**config.mk**
```make
export PLATFORM = sky130hd
export DESIGN_NAME = uv_sphere_index_generator
export DESIGN_NICKNAME = d
export VERILOG_FILES = /design/src/design/uvsig_pkg.sv /design/src/design/uv_sphere_index_generator.sv
export SDC_FILE = /design/constraint.sdc
export NUM_CORES = 1
export LEC_CHECK = 0
export BUFFER_PORTS_ARGS = -buffer_cell sky130_fd_sc_hd__buf_4
export CAP_MARGIN = 20
export CORE_UTILIZATION = 40
export DETAILED_ROUTE_END_ITERATION = 7
export PLACE_DENSITY = 0.63
export REMOVE_ABC_BUFFERS = 1
export SLEW_MARGIN = 20
export SYNTH_ARGS = -nofsm -noshare
export SYNTH_HDL_FRONTEND = slang
export SYNTH_SLANG_ARGS = --single-unit
```
**constraint.sdc**
```tcl
create_clock -name clk -period 19.7 [get_ports clk]
set_input_delay 3.94 -clock clk [delete_from_list [all_inputs] [get_ports clk]]
set_output_delay 3.94 -clock clk [all_outputs]
set_load 0.01 [all_outputs]
```
**src/design/uvsig_pkg.sv**
```systemverilog
`timescale 1ns / 1ps
`default_nettype none

package uvsig_pkg;

  // default upper bound on latitude and longitude line counts
  localparam int DEF_MAX_LINES = 256;

  // configuration port
  localparam int CFG_IDX_W = 2;
  localparam int CFG_W     = 9;

  localparam logic [CFG_IDX_W-1:0] CFG_LAT_LINES  = 2'd0;
  localparam logic [CFG_IDX_W-1:0] CFG_LONG_LINES = 2'd1;

  localparam logic [CFG_W-1:0] LAT_LINES_RST  = 9'd10;
  localparam logic [CFG_W-1:0] LONG_LINES_RST = 9'd10;

  // smallest usable line count
  localparam int MIN_LINES = 3;

  // vertex index width
  localparam int IDX_W = 16;

  // walk regions
  typedef logic [1:0] region_t;
  localparam region_t REGION_TOP = 2'd0;
  localparam region_t REGION_MID = 2'd1;
  localparam region_t REGION_BOT = 2'd2;

endpackage

`default_nettype wire

```
**src/design/uv_sphere_index_generator.sv**
```systemverilog
`timescale 1ns / 1ps
`default_nettype none

// channel   direction  handshake            payload
// in_       input      in_valid / in_stall  in_restart
// out_      output     out_valid/out_stall  out_index_a/b/c, out_last_triangle
// cfg_      input      cfg_valid/cfg_ready  cfg_index, cfg_data
//
// one triangle per clock while out_stall is low; an item passes the
// input register, then the result register; walk counters step once per item
// rst_n is synchronous: clears the walk, both valid flags and loads the
// line-count registers with 10
// a stalled result holds in the result register while one more item is taken
// into the input register; in_stall rises only when both are full and out_stall
// is high

module uv_sphere_index_generator
  import uvsig_pkg::*;
#(
  parameter int MAX_LINES = DEF_MAX_LINES
) (
  input  wire logic                 clk,
  input  wire logic                 rst_n,

  input  wire logic                 in_valid,
  output logic                      in_stall,
  input  wire logic                 in_restart,

  output logic                      out_valid,
  input  wire logic                 out_stall,
  output logic [IDX_W-1:0]          out_index_a,
  output logic [IDX_W-1:0]          out_index_b,
  output logic [IDX_W-1:0]          out_index_c,
  output logic                      out_last_triangle,

  input  wire logic                 cfg_valid,
  output logic                      cfg_ready,
  input  wire logic [CFG_IDX_W-1:0] cfg_index,
  input  wire logic [CFG_W-1:0]     cfg_data
);

  // column and band counter width, effective line count width
  localparam int CW = $clog2(MAX_LINES);
  localparam int LW = $clog2(MAX_LINES + 1);
  // common width for clamping the raw register against the bound
  localparam int XW = (LW > CFG_W) ? LW : CFG_W;

  // configuration registers
  logic [CFG_W-1:0] lat_lines_r;
  logic [CFG_W-1:0] long_lines_r;

  // input register
  logic             s1_valid_r;
  logic             s1_restart_r;

  // walk state
  region_t          region_r,    region_nxt;
  logic [CW-1:0]    band_row_r,  band_row_nxt;
  logic [CW-1:0]    column_r,    column_nxt;
  logic             quad_half_r, quad_half_nxt;
  logic [IDX_W-1:0] row_base_r,  row_base_nxt;

  // result register
  logic             out_valid_r;
  logic [IDX_W-1:0] index_a_r, index_a_nxt;
  logic [IDX_W-1:0] index_b_r, index_b_nxt;
  logic [IDX_W-1:0] index_c_r, index_c_nxt;
  logic             last_r,    last_nxt;

  logic             adv;

  // effective line counts
  logic [XW-1:0]    lat_x, long_x;
  logic [LW-1:0]    lat_eff, long_eff;

  // current walk position, after restart
  region_t          cur_region;
  logic [CW-1:0]    cur_band;
  logic [CW-1:0]    cur_col;
  logic             cur_half;
  logic [IDX_W-1:0] cur_base;
  logic             walk_clear;

  logic             col_open;
  logic [IDX_W-1:0] jp1, jp2, l16, base_l, pole;
  logic [2*LW-1:0]  pole_prod;
  logic [LW:0]      band_inc, lat_less3;

  assign cfg_ready = 1'b1;

  // config writes, unknown indices dropped
  always_ff @(posedge clk) begin
    if (!rst_n) begin
      lat_lines_r  <= LAT_LINES_RST;
      long_lines_r <= LONG_LINES_RST;
    end else if (cfg_valid && cfg_ready) begin
      case (cfg_index)
        CFG_LAT_LINES:  lat_lines_r  <= cfg_data;
        CFG_LONG_LINES: long_lines_r <= cfg_data;
        default: ;
      endcase
    end
  end

  // clamp to [3, MAX_LINES]
  always_comb begin
    lat_x  = XW'(lat_lines_r);
    long_x = XW'(long_lines_r);
    if (lat_x < XW'(MIN_LINES)) begin
      lat_x = XW'(MIN_LINES);
    end else if (lat_x > XW'(MAX_LINES)) begin
      lat_x = XW'(MAX_LINES);
    end
    if (long_x < XW'(MIN_LINES)) begin
      long_x = XW'(MIN_LINES);
    end else if (long_x > XW'(MAX_LINES)) begin
      long_x = XW'(MAX_LINES);
    end
    lat_eff  = lat_x[LW-1:0];
    long_eff = long_x[LW-1:0];
  end

  // the input register drains whenever the result register is free or taken
  assign adv      = s1_valid_r && (!out_valid_r || !out_stall);
  assign in_stall = s1_valid_r && !adv;

  always_ff @(posedge clk) begin
    if (!rst_n) begin
      s1_valid_r <= 1'b0;
    end else if (!in_stall) begin
      s1_valid_r <= in_valid;
    end
  end

  always_ff @(posedge clk) begin
    if (!in_stall && in_valid) begin
      s1_restart_r <= in_restart;
    end
  end

  // restart or an unused region code starts the walk over at the top cap
  assign walk_clear = s1_restart_r || (region_r != REGION_TOP && region_r != REGION_MID &&
                                       region_r != REGION_BOT);
  assign cur_region = walk_clear ? REGION_TOP : region_r;
  assign cur_band   = walk_clear ? '0 : band_row_r;
  assign cur_col    = walk_clear ? '0 : column_r;
  assign cur_half   = walk_clear ? 1'b0 : quad_half_r;
  assign cur_base   = walk_clear ? '0 : row_base_r;

  // column before the closing or wrap position
  assign col_open  = (LW'(cur_col) < (long_eff - LW'(1)));

  assign jp1       = IDX_W'(cur_col) + IDX_W'(1);
  assign jp2       = jp1 + IDX_W'(1);
  assign l16       = IDX_W'(long_eff);
  assign base_l    = cur_base + l16;
  assign pole_prod = (LW'(lat_eff - LW'(2))) * long_eff;
  assign pole      = IDX_W'(pole_prod) + IDX_W'(1);
  assign band_inc  = (LW + 1)'(cur_band) + (LW + 1)'(1);
  assign lat_less3 = (LW + 1)'(lat_eff) - (LW + 1)'(MIN_LINES);

  always_comb begin
    region_nxt    = cur_region;
    band_row_nxt  = cur_band;
    column_nxt    = cur_col;
    quad_half_nxt = cur_half;
    row_base_nxt  = cur_base;
    index_a_nxt   = '0;
    index_b_nxt   = '0;
    index_c_nxt   = '0;
    last_nxt      = 1'b0;
    case (cur_region)
      REGION_TOP: begin
        if (col_open) begin
          index_b_nxt = jp1;
          index_c_nxt = jp2;
          column_nxt  = CW'(jp1);
        end else begin
          // closing fan triangle wraps back to vertex 1
          index_b_nxt   = l16;
          index_c_nxt   = IDX_W'(1);
          column_nxt    = '0;
          band_row_nxt  = '0;
          row_base_nxt  = '0;
          quad_half_nxt = 1'b0;
          region_nxt    = (lat_eff > LW'(MIN_LINES)) ? REGION_MID : REGION_BOT;
        end
      end
      REGION_MID: begin
        if (col_open) begin
          if (!cur_half) begin
            index_a_nxt = cur_base + jp1;
            index_b_nxt = cur_base + jp2;
            index_c_nxt = base_l + jp1;
          end else begin
            index_a_nxt = base_l + jp1;
            index_b_nxt = cur_base + jp2;
            index_c_nxt = base_l + jp2;
          end
        end else begin
          // wrap quad joins the last column to the first
          if (!cur_half) begin
            index_a_nxt = base_l;
            index_b_nxt = cur_base + IDX_W'(1);
            index_c_nxt = base_l + l16;
          end else begin
            index_a_nxt = base_l + l16;
            index_b_nxt = cur_base + IDX_W'(1);
            index_c_nxt = base_l + IDX_W'(1);
          end
        end
        if (!cur_half) begin
          quad_half_nxt = 1'b1;
        end else begin
          quad_half_nxt = 1'b0;
          if (col_open) begin
            column_nxt = CW'(jp1);
          end else begin
            column_nxt   = '0;
            band_row_nxt = CW'(band_inc);
            row_base_nxt = base_l;
            if (band_inc >= lat_less3) begin
              region_nxt   = REGION_BOT;
              band_row_nxt = '0;
              row_base_nxt = '0;
            end
          end
        end
      end
      default: begin
        // bottom cap fans around the last vertex
        index_a_nxt = pole;
        if (col_open) begin
          index_b_nxt = pole - jp1;
          index_c_nxt = pole - jp2;
          column_nxt  = CW'(jp1);
        end else begin
          index_b_nxt   = pole - l16;
          index_c_nxt   = pole - IDX_W'(1);
          last_nxt      = 1'b1;
          region_nxt    = REGION_TOP;
          band_row_nxt  = '0;
          column_nxt    = '0;
          quad_half_nxt = 1'b0;
          row_base_nxt  = '0;
        end
      end
    endcase
  end

  always_ff @(posedge clk) begin
    if (!rst_n) begin
      region_r    <= REGION_TOP;
      band_row_r  <= '0;
      column_r    <= '0;
      quad_half_r <= 1'b0;
      row_base_r  <= '0;
    end else if (adv) begin
      region_r    <= region_nxt;
      band_row_r  <= band_row_nxt;
      column_r    <= column_nxt;
      quad_half_r <= quad_half_nxt;
      row_base_r  <= row_base_nxt;
    end
  end

  always_ff @(posedge clk) begin
    if (!rst_n) begin
      out_valid_r <= 1'b0;
    end else if (adv) begin
      out_valid_r <= 1'b1;
    end else if (!out_stall) begin
      out_valid_r <= 1'b0;
    end
  end

  always_ff @(posedge clk) begin
    if (adv) begin
      index_a_r <= index_a_nxt;
      index_b_r <= index_b_nxt;
      index_c_r <= index_c_nxt;
      last_r    <= last_nxt;
    end
  end

  assign out_valid         = out_valid_r;
  assign out_index_a       = index_a_r;
  assign out_index_b       = index_b_r;
  assign out_index_c       = index_c_r;
  assign out_last_triangle = last_r;

endmodule

`default_nettype wire
```
* Word-level counts from Yosys, hierarchy flattened
Cells that the tools add are included.
Storage, ports and cells: bits of input ports 17, output and inout bits 52, bits in registers 105
Operators by class: muxes and demuxes 49, eq/ne operators 5, multipliers 1, magnitude comparators 7, $add $sub $neg 19, reductions and logical operators 17
Operators with widths (count):
- 16-bit two-way mux | 15
- 16-bit case mux with 2 select lines | 3
- 8-bit two-way mux | 10
- 16-bit by 9-bit adder with 16-bit output | 4
- 16-bit by 1-bit adder with 16-bit output (second input constant) | 3
- 9-bit two-way mux | 5
- 16-bit by 10-bit adder with 16-bit output | 2
- 16-bit by 9-bit subtractor with 16-bit output | 2
- 8-bit by 1-bit adder with 9-bit output (second input constant) | 2
- 9-bit greater-than comparator (second input constant) | 2
- 9-bit by 2-bit < comparator with 1-bit output (second input constant) | 2
- 9-bit by 9-bit multiplier with 16-bit output | 1
- 16-bit by 1-bit subtractor with 16-bit output (second input constant) | 1
- 16-bit by 10-bit subtractor with 16-bit output | 1
- 2-bit two-way mux | 7
- 9-bit by 1-bit adder with 10-bit output (second input constant) | 1
- 9-bit by 10-bit >= comparator with 1-bit output | 1
- 10-bit two-way mux | 1
- 9-bit by 2-bit subtractor with 10-bit output (second input constant) | 1
- 9-bit by 2-bit greater-than comparator with 1-bit output (second input constant) | 1
- 8-bit by 9-bit < comparator with 1-bit output | 1
- 9-bit by 1-bit subtractor with 9-bit output (second input constant) | 1
- 9-bit by 2-bit subtractor with 9-bit output (second input constant) | 1
- 1-bit two-way mux | 7
- other kinds (11) | 23

* Longest topological paths before layout
word-level depth 11, gate-level depth with buffers 31, gate-level depth less buffers 29

* Worst setup path after synthesis
No wires, ideal clock.
path kind input port to output port, start input out_stall, end output in_stall, path buffers 0, required time 15.760 ns, slack 11.600 ns, stages on the path 1, arrival 4.160 ns, cells stage by stage and3_1
Between the ends: cells in the longest elaborated chain, start to end 5
RTL lines:
- start: declaration | RTL line uv_sphere_index_generator.sv:30 | input wire logic out_stall,
- 1-bit logical NOT
- 1-bit logical OR | RTL line uv_sphere_index_generator.sv:124 | assign adv = s1_valid_r && (!out_valid_r || !out_stall);
- 1-bit logical AND | RTL line uv_sphere_index_generator.sv:124
- 1-bit logical NOT | RTL line uv_sphere_index_generator.sv:125 | assign in_stall = s1_valid_r && !adv;
- 1-bit logical AND | RTL line uv_sphere_index_generator.sv:125
- end: declaration | RTL line uv_sphere_index_generator.sv:26 | output logic in_stall,
No other way between the ends.

* Worst setup path in the final report
Same ends and word-level chain as after synthesis.

==> run summary <==
I/O Pins = 69
CTS H-Tree Depth = 3
CP Class = in -> out
CP startpoint kind = input port
DPL Wire Length = 32.4 mm
DRC = 0
relative slew slack = 26.8%
cell area after layout = 14600 sq um
post-synth top area cell = ha_1
met3 GRT Util = 3.46%
DR vias/cell = 5.78
Initial Utilization = 40.8%
area delta synth->final = 9.11%
count leader, synth = nand2_1
most common flop cell mapped by yosys = dfxtp_1
post-synthesis register bit count = 105
number of global-route vias before repair = 11873
final setup fails = 0
Remaining Overflow, GRT = 0
PwrDens = 47.3 nW/um^2
Port Buffers = 67
Max Freq = 0.120 GHz
Critical Path RT = 15.76 ns
Mean Syn Cell Area = 7.85 sq um
Mapped Area = 13300 sq um
share of layout cells above drive strength 1 = 7.38%
clock period minus worst slack = 8.35 ns
clk buf depth = 2
layout net count = 1934
total track usage = 24.8%
Final Max Tran Viols = 0
global routing met2 resource utilization = 37.0%
largest net degree at the start of global routing = 60
post-synth cell types = 83
DIE AREA = 34100 sq um
initial antenna violation count = 0
global routing usage on met1 = 35.3%
synth warn = 0
DP Area = 14300 sq um
vias after detailed routing = 12577
Clock Skew = 0.0176 ns
CTS tree = yes
worst hold path class = reg -> reg
Syn Inst Count = 1699
WL final = 41.5 mm
Lkg Pwr = 6.16 nW
Final Cycle Share = 42.4%
clock slew at reported path FFs = 0.08 ns
RSZ-0062 raised after global routing = false
gpl congestion = 0.946
number of max-cap violations = 0
outcome = complete, no violations
Slew @ Worst Pin = 1.09 ns
Setup Total Neg Slack = 0 ns
ANT cells = 0
num rows = 66
first drt pass iteration count = 5
global-route wire length before repair = 65.1 mm
final core utilization = 44.5%
Post-synth EDFFs = 50
clk_lat worst skew = 0.37 ns
# Post-CTS Setup Buffers = 0
register area share after synthesis = 19.5%
Post-CTS Resized = 0
remaining antenna violation count = 0
WL/cell = 19.1 um
cts bufs inserted = 9
Synth area leaders = ha_1, edfxtp_1, fa_1
Max VDD drop = 0.0416 mV
Sink Count = 105
Die Y = 185 um
GRT Max-Usage Layer = met2
die width = 185 um
cts hold-fix bufs = 0
Root Driver = clkbuf_16
core area = 32700 sq um
Post-synth top cells = nand2_1, nor2_1, inv_1, ha_1, a21oi_1
Fin. Hold Viols = 0
DR iter-0 viols = 1038
Worst EP arrival = 4.41 ns
CP endpoint kind = output pin
ys async rst share = 0%
critical path peak fanout = 3
share of Yosys cell area claimed by the top area cell type = 12.3%
## per-stage QoR
| stage | cells | hold WS, ns | worst slack, ns | total power, mW |
|---|---|---|---|---|
| 3_5_place_dp | 2161 | 0.468 | 11.35 | 0.508 |
| 5_1_grt | 2177 | 0.507 | 11.32 | 0.729 |
| 6_report | 2177 | 0.478 | 11.35 | 0.688 |
| 4_1_cts | 2177 | 0.479 | 11.35 | 0.690 |
| 3_3_place_gp | 2161 | 0.458 | 11.37 | 0.503 |
| 2_1_floorplan | 1636 | 0.443 | 11.60 | 0.432 |
## layout by cell type (no fill, tap or decap), drive strengths merged, types with 41 or more instances in the layout
master | Yosys | final
nor2 | 159 | 159
buf | 16 | 83
nand2 | 182 | 182
o21ai | 82 | 82
ha | 131 | 131
a21oi | 97 | 97
nor2b | 48 | 48
xor2 | 48 | 48
xnor2 | 86 | 86
fa | 56 | 56
nand3 | 41 | 41
dfxtp | 55 | 55
edfxtp | 50 | 50
inv | 153 | 156
## power by group
part / internal, mW / switching (mW) / leakage [nW] / total [mW]
logic: 0.100 / 0.166 / 5.10 / 0.266
clock network: 0.0901 / 0.0900 / 0.138 / 0.180
registers: 0.236 / 0.00525 / 0.924 / 0.242
total: 0.427 / 0.261 / 6.16 / 0.688
## state kept, by name, summed over array words and instances (netlist names)
signal	flops
out_index_a	16
out_index_c	16
quad_half_r	1
lat_lines_r	9
s1_restart_r	1
region_r	2
column_r	8
out_last_triangle	1
band_row_r	8
out_valid	1
row_base_r	16
s1_valid_r	1
long_lines_r	9
out_index_b	16
## layer usage
metal,wire [um],vias up
met1,19600,5970
li1,-,6070
met5,0,-
met3,2940,68
met2,17300,469
met4,1570,0
## final timing paths
path | endpoint | slack, ns | cells after the start | from
worst min-delay path | column_r[7] | 0.48 | 2 | column_r[7]
worst max register to register | out_index_c[15] | 11.77 | 26 | lat_lines_r[2]
worst max-delay path | in_stall | 11.35 | 3 | out_stall
worst min register to register | column_r[7] | 0.48 | 2 | column_r[7]
## worst max-delay path: stages
cell and delay [ns]:
buf_4 0.12, and3_1 0.20, buf_4 0.15
## layout make-up
class                   instances  area, sq um
clock buffers                  12          246
clock inverters                 4         26.3
fillers                      3330        18100
inverters                     153          574
multi-input cells            1378         9940
flip-flops and latches        105         2600
well taps                     442          553
repair buffers                 83          623
## cell families (layout without fill, tap and decap cells)
| group | after synthesis | count (layout) | synth area share, % |
|---|---|---|---|
| multiplexers | 23 | 23 | 1.73 |
| XOR/XNOR | 134 | 134 | 8.79 |
| flip-flops | 105 | 105 | 19.5 |
| buffers and inverters | 225 | 252 | 6.44 |
| other | 2 | 11 | 0.0563 |
| AO/OA/AOI/OAI | 429 | 429 | 21.6 |
| adder cells (fa/ha/maj) | 189 | 189 | 20.8 |
| AND/OR/NAND/NOR | 592 | 592 | 21.0 |
No activity file was read; power rests on OpenSTA's default activity.
